==> src/rtl/core/wts_pkg.sv <==
`timescale 1ns / 1ps
// ---------------------------------------------------------------------------
// wts_pkg
// shared constants, codes and control types of the window transfer sender
// ---------------------------------------------------------------------------
package wts_pkg;

  localparam int SEQ_BITS   = 24;
  localparam int MAX_WINDOW = 32;
  localparam int CNT_BITS   = $clog2(MAX_WINDOW + 1);

  localparam int CMD_BITS = 2;
  localparam int ACT_BITS = 3;
  localparam int WIN_BITS = 6;
  localparam int LIM_BITS = 4;
  localparam int IDX_BITS = 2;
  localparam int CFG_BITS = 24;

  // request commands
  localparam logic [CMD_BITS-1:0] CMD_START   = 2'd0;
  localparam logic [CMD_BITS-1:0] CMD_TIMEOUT = 2'd1;
  localparam logic [CMD_BITS-1:0] CMD_ARRIVE  = 2'd2;

  // result actions
  localparam logic [ACT_BITS-1:0] ACT_HEAD = 3'd0;
  localparam logic [ACT_BITS-1:0] ACT_DATA = 3'd1;
  localparam logic [ACT_BITS-1:0] ACT_TAIL = 3'd2;
  localparam logic [ACT_BITS-1:0] ACT_DONE = 3'd3;
  localparam logic [ACT_BITS-1:0] ACT_FAIL = 3'd4;

  // configuration register indexes
  localparam logic [IDX_BITS-1:0] REG_FULL_PACKETS = 2'd0;
  localparam logic [IDX_BITS-1:0] REG_WINDOW_SIZE  = 2'd1;
  localparam logic [IDX_BITS-1:0] REG_MISS_LIMIT   = 2'd2;

  typedef struct packed {
    logic latch;
    logic step;
    logic plan;
    logic emit;
  } wts_cmd_t;

  typedef struct packed {
    logic pending;
    logic out_free;
  } wts_stat_t;

endpackage

==> src/rtl/core/wts_if.sv <==
`timescale 1ns / 1ps
// ---------------------------------------------------------------------------
// wts_if
// request, result and configuration channels of the window transfer sender
// ---------------------------------------------------------------------------
interface wts_in_if;
  import wts_pkg::*;
  logic                valid;
  logic                ready;
  logic [CMD_BITS-1:0] cmd;
  logic                packet_intact;
  logic                ack_flag;
  logic [SEQ_BITS-1:0] ack_number;

  modport source (output valid, cmd, packet_intact, ack_flag, ack_number, input ready);
  modport sink (input valid, cmd, packet_intact, ack_flag, ack_number, output ready);
endinterface

interface wts_out_if;
  import wts_pkg::*;
  logic                valid;
  logic                ready;
  logic [ACT_BITS-1:0] action;
  logic [SEQ_BITS-1:0] seq_number;
  logic                last;

  modport source (output valid, action, seq_number, last, input ready);
  modport sink (input valid, action, seq_number, last, output ready);
endinterface

interface wts_cfg_if;
  import wts_pkg::*;
  logic                valid;
  logic                ready;
  logic [IDX_BITS-1:0] index;
  logic [CFG_BITS-1:0] data;

  modport source (output valid, index, data, input ready);
  modport sink (input valid, index, data, output ready);
endinterface

==> src/rtl/core/window_transfer_sender.sv <==
`timescale 1ns / 1ps
// ---------------------------------------------------------------------------
// window_transfer_sender
// go-back-n style sender sequencer: header, windowed data, tail, done/failed
// ---------------------------------------------------------------------------
// one request at a time: accept, state update, window plan, then one result
// per cycle from the output register while results are taken; a request gives
// 0 to 32 results, each loaded by the emit loop
// synchronous active-high reset: idle phase, base 1, no misses, registers at
// full_packets 0, window_size 8, miss_limit 5; results may be taken while
// the next request is accepted
module window_transfer_sender import wts_pkg::*; (
  input  logic      clk,
  input  logic      rst,
  wts_in_if.sink    items,
  wts_out_if.source results,
  wts_cfg_if.sink   cfg
);

  wts_cmd_t  ctrl_cmd;
  wts_stat_t dp_stat;

  wts_ctrl u_ctrl (
    .clk      (clk),
    .rst      (rst),
    .in_valid (items.valid),
    .in_ready (items.ready),
    .stat     (dp_stat),
    .cmd      (ctrl_cmd)
  );

  wts_datapath u_datapath (
    .clk             (clk),
    .rst             (rst),
    .cfg             (cfg),
    .item_cmd        (items.cmd),
    .item_intact     (items.packet_intact),
    .item_ack_flag   (items.ack_flag),
    .item_ack_number (items.ack_number),
    .results         (results),
    .cmd             (ctrl_cmd),
    .stat            (dp_stat)
  );

  // a request is only taken once the previous one has no results left
  a_idle_empty: assert property (@(posedge clk) disable iff (rst)
    items.ready |-> !dp_stat.pending)
    else $error("request taken while results still pending");

  a_accept_busy: assert property (@(posedge clk) disable iff (rst)
    (items.valid && items.ready) |=> !items.ready)
    else $error("request channel open right after a request");

  a_emit_has_work: assert property (@(posedge clk) disable iff (rst)
    ctrl_cmd.emit |-> (dp_stat.pending && dp_stat.out_free))
    else $error("emit without pending result or output space");

  a_emit_loads: assert property (@(posedge clk) disable iff (rst)
    ctrl_cmd.emit |=> results.valid)
    else $error("emitted result not presented");

endmodule

==> src/rtl/core/wts_ctrl.sv <==
`timescale 1ns / 1ps
// ---------------------------------------------------------------------------
// wts_ctrl
// sequencer: accept a request, update state, plan the window, emit results
// ---------------------------------------------------------------------------
module wts_ctrl import wts_pkg::*; (
  input  logic      clk,
  input  logic      rst,
  input  logic      in_valid,
  output logic      in_ready,
  input  wts_stat_t stat,
  output wts_cmd_t  cmd
);

  typedef enum logic [3:0] {
    S_IDLE = 4'b0001,
    S_STEP = 4'b0010,
    S_PLAN = 4'b0100,
    S_EMIT = 4'b1000
  } ctrl_state_t;

  ctrl_state_t state, state_next;

  always_ff @(posedge clk) begin
    if (rst) begin
      state <= S_IDLE;
    end else begin
      state <= state_next;
    end
  end

  always_comb begin
    state_next = state;
    cmd        = '0;
    in_ready   = 1'b0;
    unique case (state)
      S_IDLE: begin
        in_ready = 1'b1;
        if (in_valid) begin
          cmd.latch  = 1'b1;
          state_next = S_STEP;
        end
      end
      S_STEP: begin
        cmd.step   = 1'b1;
        state_next = S_PLAN;
      end
      S_PLAN: begin
        cmd.plan   = 1'b1;
        state_next = S_EMIT;
      end
      S_EMIT: begin
        if (!stat.pending) begin
          state_next = S_IDLE;
        end else if (stat.out_free) begin
          cmd.emit = 1'b1;
        end
      end
      default: state_next = S_IDLE;
    endcase
  end

endmodule

==> src/rtl/core/wts_datapath.sv <==
`timescale 1ns / 1ps
// ---------------------------------------------------------------------------
// wts_datapath
// configuration, transfer state, result plan and output register
// ---------------------------------------------------------------------------
module wts_datapath import wts_pkg::*; (
  input  logic                clk,
  input  logic                rst,
  wts_cfg_if.sink             cfg,
  input  logic [CMD_BITS-1:0] item_cmd,
  input  logic                item_intact,
  input  logic                item_ack_flag,
  input  logic [SEQ_BITS-1:0] item_ack_number,
  wts_out_if.source           results,
  input  wts_cmd_t            cmd,
  output wts_stat_t           stat
);

  typedef enum logic [5:0] {
    PH_IDLE = 6'b000001,
    PH_HEAD = 6'b000010,
    PH_WIN  = 6'b000100,
    PH_TAIL = 6'b001000,
    PH_DONE = 6'b010000,
    PH_FAIL = 6'b100000
  } phase_t;

  // configuration
  logic [SEQ_BITS-1:0] full_packets;
  logic [WIN_BITS-1:0] window_size;
  logic [LIM_BITS-1:0] miss_limit;

  // transfer state
  phase_t              phase, phase_next;
  logic [SEQ_BITS-1:0] window_base, window_base_next;
  logic [LIM_BITS-1:0] miss_count, miss_count_next;

  // latched request
  logic [CMD_BITS-1:0] l_cmd;
  logic                l_intact;
  logic                l_ack_flag;
  logic [SEQ_BITS-1:0] l_ack;

  // result plan
  logic                pre_pend, pre_pend_next;
  logic [ACT_BITS-1:0] pre_act, pre_act_next;
  logic [SEQ_BITS-1:0] pre_seq, pre_seq_next;
  logic                want_win, want_win_next;
  logic                fail_pend, fail_pend_next;
  logic [CNT_BITS-1:0] data_left;
  logic [SEQ_BITS-1:0] data_seq;

  // output register
  logic                out_valid;
  logic [ACT_BITS-1:0] out_action;
  logic [SEQ_BITS-1:0] out_seq;
  logic                out_last;

  logic [SEQ_BITS:0]   end_seq;
  logic [SEQ_BITS:0]   base_ext;
  logic [LIM_BITS:0]   miss_inc;
  logic [LIM_BITS-1:0] lim_eff;
  logic                miss_hit;
  logic                ack_in_range;
  logic [SEQ_BITS-1:0] base_adv;
  logic [CNT_BITS-1:0] win_eff;
  logic [SEQ_BITS:0]   span;
  logic [CNT_BITS-1:0] win_count;
  logic [CNT_BITS:0]   remaining;

  assign cfg.ready = 1'b1;

  always_ff @(posedge clk) begin
    if (rst) begin
      full_packets <= '0;
      window_size  <= WIN_BITS'(8);
      miss_limit   <= LIM_BITS'(5);
    end else if (cfg.valid) begin
      unique case (cfg.index)
        REG_FULL_PACKETS: full_packets <= cfg.data[SEQ_BITS-1:0];
        REG_WINDOW_SIZE:  window_size  <= cfg.data[WIN_BITS-1:0];
        REG_MISS_LIMIT:   miss_limit   <= cfg.data[LIM_BITS-1:0];
        default: ;
      endcase
    end
  end

  assign end_seq  = {1'b0, full_packets} + (SEQ_BITS+1)'(1);
  assign base_ext = {1'b0, window_base};
  assign miss_inc = {1'b0, miss_count} + (LIM_BITS+1)'(1);
  assign lim_eff  = (miss_limit == '0) ? LIM_BITS'(1) : miss_limit;
  assign miss_hit = miss_inc >= {1'b0, lim_eff};
  assign ack_in_range = l_intact && l_ack_flag && (l_ack >= window_base)
                        && ({1'b0, l_ack} <= end_seq);
  assign base_adv = ack_in_range ? l_ack : window_base;

  // state update for the latched request
  always_comb begin
    phase_next       = phase;
    window_base_next = window_base;
    miss_count_next  = miss_count;
    pre_pend_next    = 1'b0;
    pre_act_next     = ACT_HEAD;
    pre_seq_next     = '0;
    want_win_next    = 1'b0;
    fail_pend_next   = 1'b0;
    unique case (l_cmd)
      CMD_START: begin
        window_base_next = SEQ_BITS'(1);
        miss_count_next  = '0;
        phase_next       = PH_HEAD;
        pre_pend_next    = 1'b1;
      end
      CMD_TIMEOUT: begin
        if (phase == PH_HEAD || phase == PH_TAIL) begin
          pre_pend_next   = 1'b1;
          pre_act_next    = (phase == PH_HEAD) ? ACT_HEAD : ACT_TAIL;
          pre_seq_next    = (phase == PH_HEAD) ? '0 : window_base;
          miss_count_next = miss_inc[LIM_BITS-1:0];
          if (miss_hit) begin
            phase_next     = PH_FAIL;
            fail_pend_next = 1'b1;
          end
        end else if (phase == PH_WIN) begin
          miss_count_next = miss_inc[LIM_BITS-1:0];
          if (miss_hit) begin
            phase_next     = PH_FAIL;
            fail_pend_next = 1'b1;
          end else begin
            want_win_next = 1'b1;
          end
        end
      end
      CMD_ARRIVE: begin
        if (phase == PH_HEAD) begin
          if (!l_intact) begin
            pre_pend_next = 1'b1;
          end else if (l_ack_flag && l_ack == '0) begin
            window_base_next = SEQ_BITS'(1);
            miss_count_next  = '0;
            if (full_packets == '0) begin
              phase_next    = PH_TAIL;
              pre_pend_next = 1'b1;
              pre_act_next  = ACT_TAIL;
              pre_seq_next  = SEQ_BITS'(1);
            end else begin
              phase_next    = PH_WIN;
              want_win_next = 1'b1;
            end
          end else if (l_ack_flag) begin
            pre_pend_next = 1'b1;
          end
        end else if (phase == PH_TAIL) begin
          if (!l_intact) begin
            pre_pend_next = 1'b1;
            pre_act_next  = ACT_TAIL;
            pre_seq_next  = window_base;
          end else if (l_ack_flag && l_ack == window_base + SEQ_BITS'(1)) begin
            phase_next    = PH_DONE;
            pre_pend_next = 1'b1;
            pre_act_next  = ACT_DONE;
          end else if (l_ack_flag) begin
            pre_pend_next = 1'b1;
            pre_act_next  = ACT_TAIL;
            pre_seq_next  = window_base;
          end
        end else if (phase == PH_WIN) begin
          miss_count_next  = '0;
          window_base_next = base_adv;
          if ({1'b0, base_adv} == end_seq) begin
            phase_next    = PH_TAIL;
            pre_pend_next = 1'b1;
            pre_act_next  = ACT_TAIL;
            pre_seq_next  = base_adv;
          end else begin
            want_win_next = 1'b1;
          end
        end
      end
      default: ;
    endcase
  end

  // packets in the window (size clamped to 1..MAX_WINDOW), cut at the end of the file
  always_comb begin
    priority if (window_size == '0) begin
      win_eff = CNT_BITS'(1);
    end else if (int'(window_size) > MAX_WINDOW) begin
      win_eff = CNT_BITS'(MAX_WINDOW);
    end else begin
      win_eff = CNT_BITS'(window_size);
    end
  end

  assign span = end_seq - base_ext;

  always_comb begin
    priority if (end_seq <= base_ext) begin
      win_count = '0;
    end else if (span > (SEQ_BITS+1)'(win_eff)) begin
      win_count = win_eff;
    end else begin
      win_count = span[CNT_BITS-1:0];
    end
  end

  assign remaining = (CNT_BITS+1)'(pre_pend) + (CNT_BITS+1)'(data_left)
                     + (CNT_BITS+1)'(fail_pend);

  always_ff @(posedge clk) begin
    if (rst) begin
      phase       <= PH_IDLE;
      window_base <= SEQ_BITS'(1);
      miss_count  <= '0;
      pre_pend    <= 1'b0;
      fail_pend   <= 1'b0;
      data_left   <= '0;
      out_valid   <= 1'b0;
    end else begin
      if (cmd.step) begin
        phase       <= phase_next;
        window_base <= window_base_next;
        miss_count  <= miss_count_next;
        pre_pend    <= pre_pend_next;
        fail_pend   <= fail_pend_next;
      end
      if (cmd.plan) begin
        data_left <= want_win ? win_count : '0;
      end
      if (cmd.emit) begin
        out_valid <= 1'b1;
        priority if (pre_pend) begin
          pre_pend <= 1'b0;
        end else if (data_left != '0) begin
          data_left <= data_left - CNT_BITS'(1);
        end else begin
          fail_pend <= 1'b0;
        end
      end else if (results.ready) begin
        out_valid <= 1'b0;
      end
    end
  end

  // payload registers
  always_ff @(posedge clk) begin
    if (cmd.latch) begin
      l_cmd      <= item_cmd;
      l_intact   <= item_intact;
      l_ack_flag <= item_ack_flag;
      l_ack      <= item_ack_number;
    end
    if (cmd.step) begin
      pre_act  <= pre_act_next;
      pre_seq  <= pre_seq_next;
      want_win <= want_win_next;
    end
    if (cmd.plan) begin
      data_seq <= window_base;
    end
    if (cmd.emit) begin
      out_last <= (remaining == (CNT_BITS+1)'(1));
      priority if (pre_pend) begin
        out_action <= pre_act;
        out_seq    <= pre_seq;
      end else if (data_left != '0) begin
        out_action <= ACT_DATA;
        out_seq    <= data_seq;
        data_seq   <= data_seq + SEQ_BITS'(1);
      end else begin
        out_action <= ACT_FAIL;
        out_seq    <= '0;
      end
    end
  end

  assign results.valid      = out_valid;
  assign results.action     = out_action;
  assign results.seq_number = out_seq;
  assign results.last       = out_last;

  assign stat.pending  = pre_pend || fail_pend || (data_left != '0);
  assign stat.out_free = !out_valid || results.ready;

endmodule
==> src/flat_wrapper.sv <==
// flat-port wrapper written by rule: the top's interface ports become plain ports
module window_transfer_sender_flat import wts_pkg::*;
  (clk, rst, items_valid, items_cmd, items_packet_intact, items_ack_flag, items_ack_number, items_ready, results_valid, results_action, results_seq_number, results_last, results_ready, cfg_valid, cfg_index, cfg_data, cfg_ready);
  wts_in_if items_i ();
  wts_out_if results_i ();
  wts_cfg_if cfg_i ();
  input  logic clk;
  input  logic rst;
  input wire logic [$bits(items_i.valid)-1:0] items_valid;
  input wire logic [$bits(items_i.cmd)-1:0] items_cmd;
  input wire logic [$bits(items_i.packet_intact)-1:0] items_packet_intact;
  input wire logic [$bits(items_i.ack_flag)-1:0] items_ack_flag;
  input wire logic [$bits(items_i.ack_number)-1:0] items_ack_number;
  output wire logic [$bits(items_i.ready)-1:0] items_ready;
  output wire logic [$bits(results_i.valid)-1:0] results_valid;
  output wire logic [$bits(results_i.action)-1:0] results_action;
  output wire logic [$bits(results_i.seq_number)-1:0] results_seq_number;
  output wire logic [$bits(results_i.last)-1:0] results_last;
  input wire logic [$bits(results_i.ready)-1:0] results_ready;
  input wire logic [$bits(cfg_i.valid)-1:0] cfg_valid;
  input wire logic [$bits(cfg_i.index)-1:0] cfg_index;
  input wire logic [$bits(cfg_i.data)-1:0] cfg_data;
  output wire logic [$bits(cfg_i.ready)-1:0] cfg_ready;
  assign items_i.valid = items_valid;
  assign items_i.cmd = items_cmd;
  assign items_i.packet_intact = items_packet_intact;
  assign items_i.ack_flag = items_ack_flag;
  assign items_i.ack_number = items_ack_number;
  assign items_ready = items_i.ready;
  assign results_valid = results_i.valid;
  assign results_action = results_i.action;
  assign results_seq_number = results_i.seq_number;
  assign results_last = results_i.last;
  assign results_i.ready = results_ready;
  assign cfg_i.valid = cfg_valid;
  assign cfg_i.index = cfg_index;
  assign cfg_i.data = cfg_data;
  assign cfg_ready = cfg_i.ready;
  window_transfer_sender u_core (.clk(clk), .rst(rst), .items(items_i), .results(results_i), .cfg(cfg_i));
endmodule
==> config.mk <==
export PLATFORM = sky130hd
export DESIGN_NAME = window_transfer_sender_flat
export DESIGN_NICKNAME = d
export VERILOG_FILES = /design/src/rtl/core/wts_pkg.sv /design/src/rtl/core/wts_if.sv /design/src/rtl/core/window_transfer_sender.sv /design/src/rtl/core/wts_ctrl.sv /design/src/rtl/core/wts_datapath.sv /design/src/flat_wrapper.sv
export SDC_FILE = /design/constraint.sdc
export NUM_CORES = 1
export LEC_CHECK = 0
export BUFFER_PORTS_ARGS = -buffer_cell sky130_fd_sc_hd__buf_2
export CORE_MARGIN = 5
export CORE_UTILIZATION = 50
export DETAILED_ROUTE_END_ITERATION = 8
export PLACE_DENSITY_LB_ADDON = 0.12
export RECOVER_POWER = 50
export SYNTH_ARGS = -nofsm -noshare
export SYNTH_HDL_FRONTEND = slang
export SYNTH_SLANG_ARGS = --single-unit
==> constraint.sdc <==
create_clock -name clk -period 8.5 [get_ports clk]
set_input_delay 1.7 -clock clk [delete_from_list [all_inputs] [get_ports clk]]
set_output_delay 1.7 -clock clk [all_outputs]
set_load 0.02 [all_outputs]
==> metrics <==
Netlist cell types 82; Clk Latency, worst-skew pair 0.44 ns; initial antenna violation count 0; power per standard cell area 162 mW/mm2; Synth top area share 0.189; RSZ-0062 raised after global routing no; gr busiest metal met2; hold buffer count at CTS 0; grt met2 use 0.456; failing checks max-capacitance violations, max-slew violations; # port buffers 88; status finished, violations left; Post-Syn Area per Cell 8.48 um2; Max transition margin -1.35; Final Slew Violations 160; Post-synth EDFFs 83; Synth Flop Type dfxtp_1; Slew @ Worst Pin 3.52 ns; largest net degree at the start of global routing 74; fin crit share 0.766; Ant. Diodes 0; VDD IR max 0.000129 V; Die Y 172 um; post-synthesis sequential area ratio 0.349; core area 0.0260 mm2; LEAKAGE 0.00557 uW; wire per inst 22.1 um; Starting Density 0.506; routability congestion estimate 0.987; Max H-tree Level 4; first-pass GRT wire length 65,500 um; Yosys top cell by area edfxtp_1; Setup TNS Final 0 ns; WP data arrival 6.81 ns; async set or reset register ratio after synthesis 0; Routed Antenna Nets 0; Clock transition at path regs 0.07 ns; Post-Syn Area 0.0132 mm2; Setup Viol. Count Final 0; global route total overflow 0; Fmax 154 MHz; total CTS buffers 17; Clock Sinks 188; synth top area cells edfxtp_1 (19%), dfxtp_1 (16%), ha_1 (8.8%); vias in the first global route 11,400; Ys Warns 0; DR iter-0 viols 1,249; syn_nets 1,706; Final Net Count 1,732; Final Hold Viols 0; Die Wd 172 um; Post-Route WL 42,600 um; Via Count 12,300; die area 0.0297 mm2; CP startpoint kind register; WP data required 8.80 ns; DRC 0; Period minus WS final 6.51 ns; CTS resizes 0; crit-path max FO 23; post-CTS setup buffer count 0; Gate Count Post-Synth 1,552; DP Wirelength 32,400 um; Max-Cap Viols 3; Worst Setup End Kind register; # IOs 90; num rows 59; clock skew 0.0174 ns; Vias/cell 6.39; drt first pass iters 5; met3 usage 0.0418; clk root buf clkbuf_16; All-Layer GR Usage 0.283; WS Path Type reg -> reg; TritonCTS clock tree done; share of layout cells above drive strength 1 0.0874; hold crit path type reg -> reg; Seq cells post-synth 188; maximum clock insertion buffer count 2; area delta synth->final 8.75%; grt met1 use 0.387; Fin Hold WS 0.462 ns
[critical path: stages, from the launching register on]
cell and delay [ns]:
dfxtp_1 0.51, ha_1 0.26, and4_1 0.31, and3_1 0.30
nand4_1 0.13, xor2_1 0.74, ha_1 0.39, nand4_1 0.16
nor3_1 0.07, a221oi_1 0.29, o21ai_0 0.14, o21a_2 0.37
nor2_2 0.59, mux2i_1 0.30, xnor2_1 0.16, nand4_1 0.19
nor4_4 0.38, a41o_1 0.79, a22o_1 0.27
[metal layers]
metal	routed length [um]	part of all wire
met5	0	0
met4	1620	0.038
met3	2900	0.068
met2	19500	0.46
met1	18600	0.44
[stage by stage]
stage / std cells / area [um2] / power [uW] / util / setup slack [ns]
after detailed placement: 1894 / 13700 / 1480 / 0.528 / 2.13
after global placement: 1894 / 13700 / 1470 / 0.528 / 2.21
after global routing: 1926 / 14300 / 2410 / 0.551 / 1.59
final: 1926 / 14300 / 2310 / 0.551 / 1.99
after floorplan: 1552 / 13200 / 1340 / - / 3.72
after CTS: 1926 / 14300 / 2310 / 0.552 / 2.09
[registers in the layout (all words and copies together), names as in the netlist, 6 cells and up]
| signal | count |
|---|---|
| u_core.u_datapath.phase | 6 |
| u_core.u_datapath.window_base | 24 |
| u_core.u_datapath.data_seq | 24 |
| u_core.u_datapath.window_size | 6 |
| u_core.u_datapath.full_packets | 24 |
| u_core.u_datapath.results.seq_number | 24 |
| u_core.u_datapath.data_left | 6 |
| u_core.u_datapath.pre_seq | 24 |
| u_core.u_datapath.l_ack | 24 |
[cells in the final DEF (no fill, tap or decap), drive strengths merged, types with 53 or more instances in the layout]
cell    count
edfxtp     83
nand2     189
a21oi     109
nand3      53
ha         93
o21ai      80
inv        92
dfxtp     105
buf        75
nor2      108
[synth_stat cells, types with 7 or more instances]
library cell and instances:
a211o_1 12, a211oi_1 20, a21o_1 26, a21oi_1 109
a221oi_1 15, a22o_1 23, a22oi_1 24, a311oi_1 16
and2_1 14, and3_1 23, and4_1 10, buf_2 7
clkbuf_1 75, dfxtp_1 105, edfxtp_1 83, ha_1 93
inv_1 86, mux2i_1 23, nand2_1 189, nand2b_1 12
nand3_1 51, nand4_1 35, nor2_1 107, nor2b_1 9
nor3_1 31, nor4_1 21, nor4b_1 10, o2111ai_1 8
o211ai_1 17, o21a_1 8, o21ai_0 75, o22ai_1 11
or2_2 7, or3_1 8, xnor2_1 46, xor2_1 32
[where the power goes]
part / total, uW / leakage, uW / internal [uW] / switching (uW)
registers: 1070 / 0.00164 / 990 / 80.0
logic: 399 / 0.00363 / 162 / 237
clock network: 844 / 0.000296 / 425 / 419
[final cells by class]
cell class	count	area, um2
Tap cell	335	419
Clock buffer	17	425
Clock inverter	15	190
Timing Repair Buffer	100	492
Sequential cell	188	4590
Inverter	86	323
Fill cell	2489	11700
Multi-Input combinational cell	1185	7860
[final timing paths]
check,start,endpoint,slack (ns),depth (start not counted)
setup / recovery,u_core.u_datapath.full_packets[0],u_core.u_datapath.pre_seq[7],1.99,18
hold / removal,u_core.u_datapath.phase[0],u_core.u_datapath.phase[0],0.46,2
setup reg to reg,u_core.u_datapath.full_packets[0],u_core.u_datapath.pre_seq[7],1.99,18
hold reg to reg,u_core.u_datapath.phase[0],u_core.u_datapath.phase[0],0.46,2
[logic make-up (layout without fill, tap and decap cells)]
group / Yosys count / in the layout / synth area share
AOI/OAI and AO/OA: 423 / 423 / 0.216
xor gates and xnor gates: 78 / 78 / 0.0519
adders and majority gates: 95 / 95 / 0.0915
buffers and inverters: 179 / 218 / 0.0546
DFF: 188 / 188 / 0.349
muxes: 25 / 25 / 0.0192
other: 1 / 1 / 0.000285
and+or+nand+nor: 563 / 563 / 0.218
No activity file was read; power rests on OpenSTA's default activity.
